**config.mk**
```make
export PLATFORM = sky130hd
export DESIGN_NAME = uart_fractional_baud_divider_search_top
export DESIGN_NICKNAME = d
export VERILOG_FILES = /design/src/rtl/core/ufbd_pkg.sv /design/src/rtl/core/ufbd_divider.sv /design/src/rtl/core/uart_fractional_baud_divider_search_top.sv
export SDC_FILE = /design/constraint.sdc
export NUM_CORES = 1
export LEC_CHECK = 0
export BUFFER_PORTS_ARGS = -buffer_cell sky130_fd_sc_hd__buf_2
export CELL_PAD_IN_SITES_DETAIL_PLACEMENT = 0
export CELL_PAD_IN_SITES_GLOBAL_PLACEMENT = 2
export CORE_MARGIN = 5
export CORE_UTILIZATION = 44
export CTS_CLUSTER_DIAMETER = 80
export DETAILED_ROUTE_END_ITERATION = 6
export PLACE_DENSITY = 0.84
export SYNTH_ARGS = -nofsm -noshare
export SYNTH_HDL_FRONTEND = slang
export SYNTH_SLANG_ARGS = --single-unit
export TNS_END_PERCENT = 50
```
**constraint.sdc**
```tcl
create_clock -name clk_i -period 12.57 [get_ports clk_i]
set_input_delay 0.6285 -clock clk_i [delete_from_list [all_inputs] [get_ports clk_i]]
set_output_delay 0.6285 -clock clk_i [all_outputs]
set_load 0.005 [all_outputs]
```
**src/rtl/core/ufbd_pkg.sv**
```systemverilog
// Package for the fractional baud divider search block.
// Widths, search limits and the sequencer state type; no dependencies.
package ufbd_pkg;

  localparam int unsigned ClockW    = 29;
  localparam int unsigned BaudW     = 24;
  localparam int unsigned DivW      = 16;
  localparam int unsigned FracW     = 4;
  localparam int unsigned ErrW      = 17;
  localparam int unsigned BaseShift = 6;
  localparam int unsigned BaseW     = ClockW - BaseShift;
  // dividend width covers mul * base
  localparam int unsigned DvdW      = FracW + BaseW;
  localparam int unsigned DsrW      = BaudW;
  localparam int unsigned BoundW    = 19;

  localparam logic [ClockW-1:0] ClockReset  = 29'd100000000;
  localparam logic [ErrW-1:0]   InitBestErr = 17'd100000;
  localparam logic [FracW-1:0]  FracMax     = 4'd15;
  localparam int unsigned       DivMin      = 3;
  localparam int unsigned       DivMax      = 65535;
  localparam int unsigned       AcceptPct   = 3;
  localparam int unsigned       PctScale    = 100;

  typedef enum logic [2:0] {
    ST_IDLE,
    ST_BOUND,
    ST_PAIR,
    ST_T,
    ST_D,
    ST_R,
    ST_STEP,
    ST_FINISH
  } state_e;

endpackage

```
**src/rtl/core/ufbd_divider.sv**
```systemverilog
// Shared restoring divider, one quotient bit per cycle.
// Depends on ufbd_pkg for default widths.
module ufbd_divider #(
  parameter int unsigned DvdW = ufbd_pkg::DvdW,
  parameter int unsigned DsrW = ufbd_pkg::DsrW
) (
  input  logic            clk_i,
  input  logic            rst_ni,
  input  logic            start_i,
  input  logic [DvdW-1:0] dividend_i,
  input  logic [DsrW-1:0] divisor_i,
  output logic            done_o,
  output logic [DvdW-1:0] quotient_o,
  output logic [DsrW-1:0] remainder_o
);
  import ufbd_pkg::*;

  localparam int unsigned CntW = $clog2(DvdW + 1);

  logic            busy_q, busy_d;
  logic            done_q, done_d;
  logic [CntW-1:0] cnt_q, cnt_d;
  logic [DvdW-1:0] quo_q, quo_d;
  logic [DsrW-1:0] rem_q, rem_d;
  logic [DsrW-1:0] dsr_q, dsr_d;
  logic [DsrW:0]   trial;
  logic [DsrW+1:0] diff;
  logic            ge;

  assign trial = {rem_q, quo_q[DvdW-1]};
  assign diff  = {1'b0, trial} - {2'b00, dsr_q};
  assign ge    = ~diff[DsrW+1];

  always_comb begin
    busy_d = busy_q;
    done_d = 1'b0;
    cnt_d  = cnt_q;
    quo_d  = quo_q;
    rem_d  = rem_q;
    dsr_d  = dsr_q;
    if (start_i) begin
      busy_d = 1'b1;
      cnt_d  = CntW'(DvdW);
      quo_d  = dividend_i;
      rem_d  = '0;
      dsr_d  = divisor_i;
    end else if (busy_q) begin
      cnt_d = cnt_q - CntW'(1);
      rem_d = ge ? diff[DsrW-1:0] : trial[DsrW-1:0];
      quo_d = {quo_q[DvdW-2:0], ge};
      if (cnt_q == CntW'(1)) begin
        busy_d = 1'b0;
        done_d = 1'b1;
      end
    end
  end

  always_ff @(posedge clk_i or negedge rst_ni) begin
    if (!rst_ni) begin
      busy_q <= 1'b0;
      done_q <= 1'b0;
      cnt_q  <= '0;
    end else begin
      busy_q <= busy_d;
      done_q <= done_d;
      cnt_q  <= cnt_d;
    end
  end

  always_ff @(posedge clk_i) begin
    quo_q <= quo_d;
    rem_q <= rem_d;
    dsr_q <= dsr_d;
  end

  assign done_o      = done_q;
  assign quotient_o  = quo_q;
  assign remainder_o = rem_q;

endmodule

```
**src/rtl/core/uart_fractional_baud_divider_search_top.sv**
```systemverilog
// Search: up to 240 multiplier and add pairs, with up to three divisions per pair on the one
// shared divider, after the 3 percent bound division; a zero rate runs no pair division, and
// the search ends after the first multiplier row when that row has no valid divisor.
// Throughput: one request per search; the next request is taken once back in idle,
// while the previous result may still wait in the output register.
// Reset: asynchronous, active low; clock register returns to 100 MHz, no result held.
module uart_fractional_baud_divider_search_top (
  input  logic                           clk_i,
  input  logic                           rst_ni,
  input  logic                           cfg_we_i,
  input  logic [ufbd_pkg::ClockW-1:0]    cfg_data_i,
  input  logic                           in_valid_i,
  output logic                           in_ready_o,
  input  logic [ufbd_pkg::BaudW-1:0]     baud_rate_i,
  output logic                           out_valid_o,
  input  logic                           out_ready_i,
  output logic                           ok_o,
  output logic [ufbd_pkg::DivW-1:0]      divisor_o,
  output logic [ufbd_pkg::FracW-1:0]     mul_val_o,
  output logic [ufbd_pkg::FracW-1:0]     div_add_val_o,
  output logic [ufbd_pkg::ErrW-1:0]      best_error_o
);
  import ufbd_pkg::*;

  state_e state_q, state_d;

  logic [ClockW-1:0] clk_hz_q;
  logic [BaudW-1:0]  baud_q, baud_d;
  logic [BoundW-1:0] bound_q, bound_d;
  logic [DvdW-1:0]   t_q, t_d;
  logic [DivW-1:0]   d_q, d_d;
  logic [FracW-1:0]  m_q, m_d, a_q, a_d;
  logic [ErrW-1:0]   best_err_q, best_err_d;
  logic [FracW-1:0]  best_mul_q, best_mul_d, best_add_q, best_add_d;
  logic [DivW-1:0]   best_div_q, best_div_d;
  logic              last_zero_q, last_zero_d;

  logic              out_valid_q, out_valid_d;
  logic              ok_q, ok_d;
  logic [DivW-1:0]   divisor_q, divisor_d;
  logic [FracW-1:0]  mul_q, mul_d, add_q, add_d;
  logic [ErrW-1:0]   err_q, err_d;

  logic              div_start;
  logic [DvdW-1:0]   div_dvd;
  logic [DsrW-1:0]   div_dsr;
  logic              div_done;
  logic [DvdW-1:0]   div_quo;
  logic [DsrW-1:0]   div_rem;

  logic [BaseW-1:0]  base;
  logic [DvdW:0]     d_full;
  logic              d_valid;
  logic [DvdW-1:0]   baud_ext;
  logic [DvdW-1:0]   err_full;
  logic              err_better;
  logic              accept;

  ufbd_divider #(
    .DvdW (DvdW),
    .DsrW (DsrW)
  ) u_div (
    .clk_i       (clk_i),
    .rst_ni      (rst_ni),
    .start_i     (div_start),
    .dividend_i  (div_dvd),
    .divisor_i   (div_dsr),
    .done_o      (div_done),
    .quotient_o  (div_quo),
    .remainder_o (div_rem)
  );

  assign base     = clk_hz_q[ClockW-1:BaseShift];
  assign baud_ext = DvdW'(baud_q);
  // round up when the remainder is above half the baud rate
  assign d_full   = {1'b0, div_quo} + (DvdW+1)'(div_rem > (baud_q >> 1));
  assign d_valid  = (d_full >= (DvdW+1)'(DivMin)) && (d_full <= (DvdW+1)'(DivMax));
  assign err_full = (div_quo <= baud_ext) ? (baud_ext - div_quo) : (div_quo - baud_ext);
  assign err_better = err_full < DvdW'(best_err_q);
  assign accept   = BoundW'(best_err_q) < bound_q;

  always_comb begin
    state_d     = state_q;
    baud_d      = baud_q;
    bound_d     = bound_q;
    t_d         = t_q;
    d_d         = d_q;
    m_d         = m_q;
    a_d         = a_q;
    best_err_d  = best_err_q;
    best_mul_d  = best_mul_q;
    best_add_d  = best_add_q;
    best_div_d  = best_div_q;
    last_zero_d = last_zero_q;
    out_valid_d = out_valid_q & ~out_ready_i;
    ok_d        = ok_q;
    divisor_d   = divisor_q;
    mul_d       = mul_q;
    add_d       = add_q;
    err_d       = err_q;
    div_start   = 1'b0;
    div_dvd     = DvdW'(baud_rate_i) * DvdW'(AcceptPct);
    div_dsr     = DsrW'(PctScale);
    in_ready_o  = 1'b0;

    case (state_q)
      ST_IDLE: begin
        in_ready_o = 1'b1;
        if (in_valid_i) begin
          baud_d      = baud_rate_i;
          best_err_d  = InitBestErr;
          best_mul_d  = FracW'(1);
          best_add_d  = '0;
          best_div_d  = '0;
          last_zero_d = 1'b1;
          m_d         = FracW'(1);
          a_d         = '0;
          div_start   = 1'b1;
          state_d     = ST_BOUND;
        end
      end
      ST_BOUND: begin
        if (div_done) begin
          bound_d = div_quo[BoundW-1:0];
          state_d = ST_PAIR;
        end
      end
      ST_PAIR: begin
        // zero baud: every pair is invalid, no division
        if (baud_q == '0) begin
          state_d = ST_STEP;
        end else begin
          div_start = 1'b1;
          div_dvd   = DvdW'(m_q) * DvdW'(base);
          div_dsr   = DsrW'(m_q) + DsrW'(a_q);
          state_d   = ST_T;
        end
      end
      ST_T: begin
        if (div_done) begin
          t_d       = div_quo;
          div_start = 1'b1;
          div_dvd   = div_quo;
          div_dsr   = baud_q;
          state_d   = ST_D;
        end
      end
      ST_D: begin
        div_dvd = t_q;
        div_dsr = DsrW'(d_full[DivW-1:0]);
        if (div_done) begin
          if (d_valid) begin
            d_d       = d_full[DivW-1:0];
            div_start = 1'b1;
            state_d   = ST_R;
          end else begin
            state_d = ST_STEP;
          end
        end
      end
      ST_R: begin
        if (div_done) begin
          last_zero_d = (err_full == '0);
          if (err_better) begin
            best_err_d = err_full[ErrW-1:0];
            best_mul_d = m_q;
            best_add_d = a_q;
            best_div_d = d_q;
          end
          if (err_full == '0) begin
            state_d = ST_FINISH;
          end else begin
            state_d = ST_STEP;
          end
        end
      end
      ST_STEP: begin
        if (a_q == FracMax) begin
          if (last_zero_q || (m_q == FracMax)) begin
            state_d = ST_FINISH;
          end else begin
            m_d     = m_q + FracW'(1);
            a_d     = '0;
            state_d = ST_PAIR;
          end
        end else begin
          a_d     = a_q + FracW'(1);
          state_d = ST_PAIR;
        end
      end
      ST_FINISH: begin
        if (!out_valid_q || out_ready_i) begin
          out_valid_d = 1'b1;
          ok_d        = accept;
          divisor_d   = accept ? best_div_q : '0;
          mul_d       = accept ? best_mul_q : '0;
          add_d       = accept ? best_add_q : '0;
          err_d       = accept ? best_err_q : '0;
          state_d     = ST_IDLE;
        end
      end
      default: begin
        state_d = ST_IDLE;
      end
    endcase
  end

  always_ff @(posedge clk_i or negedge rst_ni) begin
    if (!rst_ni) begin
      state_q     <= ST_IDLE;
      clk_hz_q    <= ClockReset;
      out_valid_q <= 1'b0;
    end else begin
      state_q     <= state_d;
      out_valid_q <= out_valid_d;
      if (cfg_we_i) begin
        clk_hz_q <= cfg_data_i;
      end
    end
  end

  always_ff @(posedge clk_i) begin
    baud_q      <= baud_d;
    bound_q     <= bound_d;
    t_q         <= t_d;
    d_q         <= d_d;
    m_q         <= m_d;
    a_q         <= a_d;
    best_err_q  <= best_err_d;
    best_mul_q  <= best_mul_d;
    best_add_q  <= best_add_d;
    best_div_q  <= best_div_d;
    last_zero_q <= last_zero_d;
    ok_q        <= ok_d;
    divisor_q   <= divisor_d;
    mul_q       <= mul_d;
    add_q       <= add_d;
    err_q       <= err_d;
  end

  assign out_valid_o   = out_valid_q;
  assign ok_o          = ok_q;
  assign divisor_o     = divisor_q;
  assign mul_val_o     = mul_q;
  assign div_add_val_o = add_q;
  assign best_error_o  = err_q;

endmodule
```
==> flow_summary.yaml <==
cts:
  cts_tree: "done"
  clk_path_buf_depth: 3
  cts_setup_buffers: 0
  cts_hold_buf: 0
  cts_root_buffer: "clkbuf_16"
  cts_buffers: 38
  cts_resized: 0
  clock-sinks: 287
  clk_pin_slew_ns: 0.06
  htreeDepth: 2
  clk_latency_ns: 0.56
synth:
  avgSynthCellArea_um2: 9.73
  synthCells: 2125
  synth_top_cell_area_share_pct: 33.3
  synth_seq_area_share_pct: 39.8
  synth_seq_cells: 287
  synth_top_area_cell: "edfxtp_1"
  netlist_top_cells_count: "edfxtp_1, ha_1, inv_1, nor2_1, nand2_1"
  syn-num-nets: 2423
  synth_area_leaders: "edfxtp_1, ha_1, fa_1"
  synth_edf_count: 229
  yosysWarnings: 0
  synth_flop_cell: "edfxtp_1"
  yosys.cell_count.top_type: "edfxtp_1"
  async_flop_share_pct: 11.8
  synth_area_um2: 20700
  synth_cell_types: 79
grt:
  grt_pass1_vias: 16261
  grt_pass1_wl_um: 92500
  grt_max_degree: 63
  grt.total_usage_pct: 23.0
  grt.overflow.total: 0
  antenna_found_initial: 0
timing:
  fmax_mhz: 149
  maxSlewHeadroom_pct: 20.1
  setup_viol: 0
  min_period_ns: 6.73
  setup_tns_ns: 0
  maxSlewViolCount: 0
  rsz0062_at_grt: "false"
  finalHoldViolCount: 0
  fin_skew_ns: 0.0261
  tightest_slew_ns: 1.20
  fin_crit_sh_pct: 53.5
worst_hold_path:
  min_path_type: "in -> async"
critical_path:
  cp_slowest_stage_delay_ns: 0.68
  r2r_slack_ns: 5.84
  r2r-end: "u_div.quotient_o[8]$_DFFE_PP_"
  cp_common_cell: "ha_1"
  critical_path_buf_inv_count: 2
  worst_r2r_path_depth: 25
  crit_required_ns: 12.87
  start_kind: "flop"
  endpoint_kind: "flop"
  path_max_fanout: 62
  critPathArrivalTime_ns: 7.03
  crit_family: "compound AO/OA/AOI/OAI gates"
  worst_path_max_delay_cell: "buf_4"
  r2r-start: "baud_q[2]$_DFFE_PP_"
  crit_type: "reg -> reg"
floorplanning:
  io-pin-count: 102
  core_um2: 46600
  start_util_pct: 44.4
  fp-row-count: 79
  die_x_um: 227
  dieArea_um2: 51400
  die_h_um: 227
flow_run:
  max_cap_violations: 0
routing:
  drt_first_iter_violations: 1092
  vias: 15962
  dr.pass1.iters: 5
  wl_per_cell_um: 20.8
  route.detailed.drc: 0
  ant_nets: 0
  wl_um: 58700
  viasPerCell: 5.65
place:
  hpwl_um: 45200
  place_inst: 2754
  place.gp.congestion: 0.942
  place.port_buffers: 95
power_and_ir_drop:
  vdd_drop_max_mv: 0.130
  seq_power_share_pct: 29.0
  switching_share_pct: 44.8
  pwr-share-clk_pct: 18.8
  p_comb_share_pct: 52.2
  p_sw_w: 0.00251
  leakage_nw: 10.1
  p_int_w: 0.00309
  p_per_area_nw_per_um2: 245
final_layout:
  fin_nets: 2485
  nFillCells: 4367
  num_antenna_cells: 0
  areaGrowthSynthToFinish_pct: 10.9
  finalNonFillerCells: 2824
  layout-drive-gt1-share_pct: 10.8
status:
  outcome: "complete, no violations"
[how the worst max path moves through the flow]
stage                                   start                       endpoint  slack (ns)  cells after the start
2_1_floorplan  u_div.quotient_o[21]$_DFFE_PP_    best_add_q[0]$_SDFFCE_PP0P_        5.85                     24
3_3_place_gp              baud_q[2]$_DFFE_PP_  u_div.quotient_o[8]$_DFFE_PP_        5.77                     25
3_5_place_dp              baud_q[2]$_DFFE_PP_  u_div.quotient_o[8]$_DFFE_PP_        5.64                     25
4_1_cts                   baud_q[2]$_DFFE_PP_  u_div.quotient_o[8]$_DFFE_PP_        5.63                     25
5_1_grt                  baud_q[10]$_DFFE_PP_  u_div.quotient_o[8]$_DFFE_PP_        5.09                     26
6_report                  baud_q[2]$_DFFE_PP_  u_div.quotient_o[8]$_DFFE_PP_        5.84                     25
[per-stage QoR]
step	hold slack, ns	utilization [%]	instance area, um2	setup WS, ns	power [W]
4_1_cts	0.234	49.3	22900	5.63	0.00564
3_5_place_dp	0.506	46.6	21700	5.64	0.00456
6_report	0.226	49.3	22900	5.84	0.00561
5_1_grt	0.283	49.3	22900	5.09	0.00605
3_3_place_gp	0.506	46.6	21700	5.77	0.00452
2_1_floorplan	0.333	-	20700	5.85	0.00365
[cell type report]
| cell class | count | area, um2 | area share (%) |
|---|---|---|---|
| clock buffer | 45 | 998 | 4.35 |
| clock inverter | 25 | 225 | 0.982 |
| inverter | 189 | 709 | 3.09 |
| multi-input combinational | 1557 | 11400 | 49.7 |
| sequential | 287 | 8220 | 35.9 |
| tap | 607 | 759 | 3.31 |
| timing repair buffer | 114 | 618 | 2.70 |
[power groups by stage]
stage          clock network (W)  registers (W)  logic, W
2_1_floorplan                  0        0.00147   0.00218
3_3_place_gp                   0        0.00164   0.00288
3_5_place_dp                   0        0.00164   0.00292
4_1_cts                  0.00108        0.00163   0.00293
5_1_grt                  0.00112        0.00165   0.00328
6_report                 0.00105        0.00163   0.00293
[per-layer routing]
metal | routed length [um] | share of wire [%] | track usage, %
met1 | 25600 | 44 | 29.7
met2 | 28700 | 49 | 40.1
met3 | 2760 | 4.7 | 3.56
met4 | 1560 | 2.7 | 6.91
met5 | 0 | 0 | 0
[flip-flops by register name (all words and copies together), names as in the netlist, 3 cells and up]
name               count
div_add_val_o          4
best_error_o          17
m_q                    4
bound_q               19
u_div.cnt_q            5
best_add_q             4
divisor_o             16
state_q                3
u_div.dsr_q           24
best_mul_q             4
a_q                    4
d_q                   16
t_q                   27
best_err_q            17
mul_val_o              4
clk_hz_q              23
baud_q                24
u_div.quotient_o      27
u_div.remainder_o     24
best_div_q            16
[kinds of logic (layout without fill, tap and decap cells)]
kind of cell	count (synthesis)	in the layout	share of synthesized area (%)
compound gates	496	496	15.5
xor+xnor	109	109	4.62
fa+ha+maj	240	240	16.2
buf+inv	281	373	5.28
flops	287	287	39.8
mux	52	52	2.66
simple gates	660	660	15.9
[layout by cell type, fill, tap and decap left out, types with 19 or more instances in the layout]
master,Yosys,layout
edfxtp_1,229,229
ha_1,193,193
inv_1,189,189
nand2_1,165,165
nor2_1,166,164
a21oi_1,152,151
buf_2,6,95
o21ai_0,86,85
and2_1,82,82
a21o_1,67,67
xnor2_1,64,64
fa_1,47,47
xor2_1,45,45
and3_1,41,41
clkbuf_16,0,39
nand3_1,36,36
nor3_1,34,33
a211oi_1,30,30
a31oi_1,29,29
mux2i_1,28,28
nand2b_1,26,26
mux2_2,24,24
dfxtp_1,24,24
nor2b_1,23,22
dfrtp_1,22,22
nand4_1,20,20
buf_4,4,19
No activity file was read; power rests on OpenSTA's default activity.
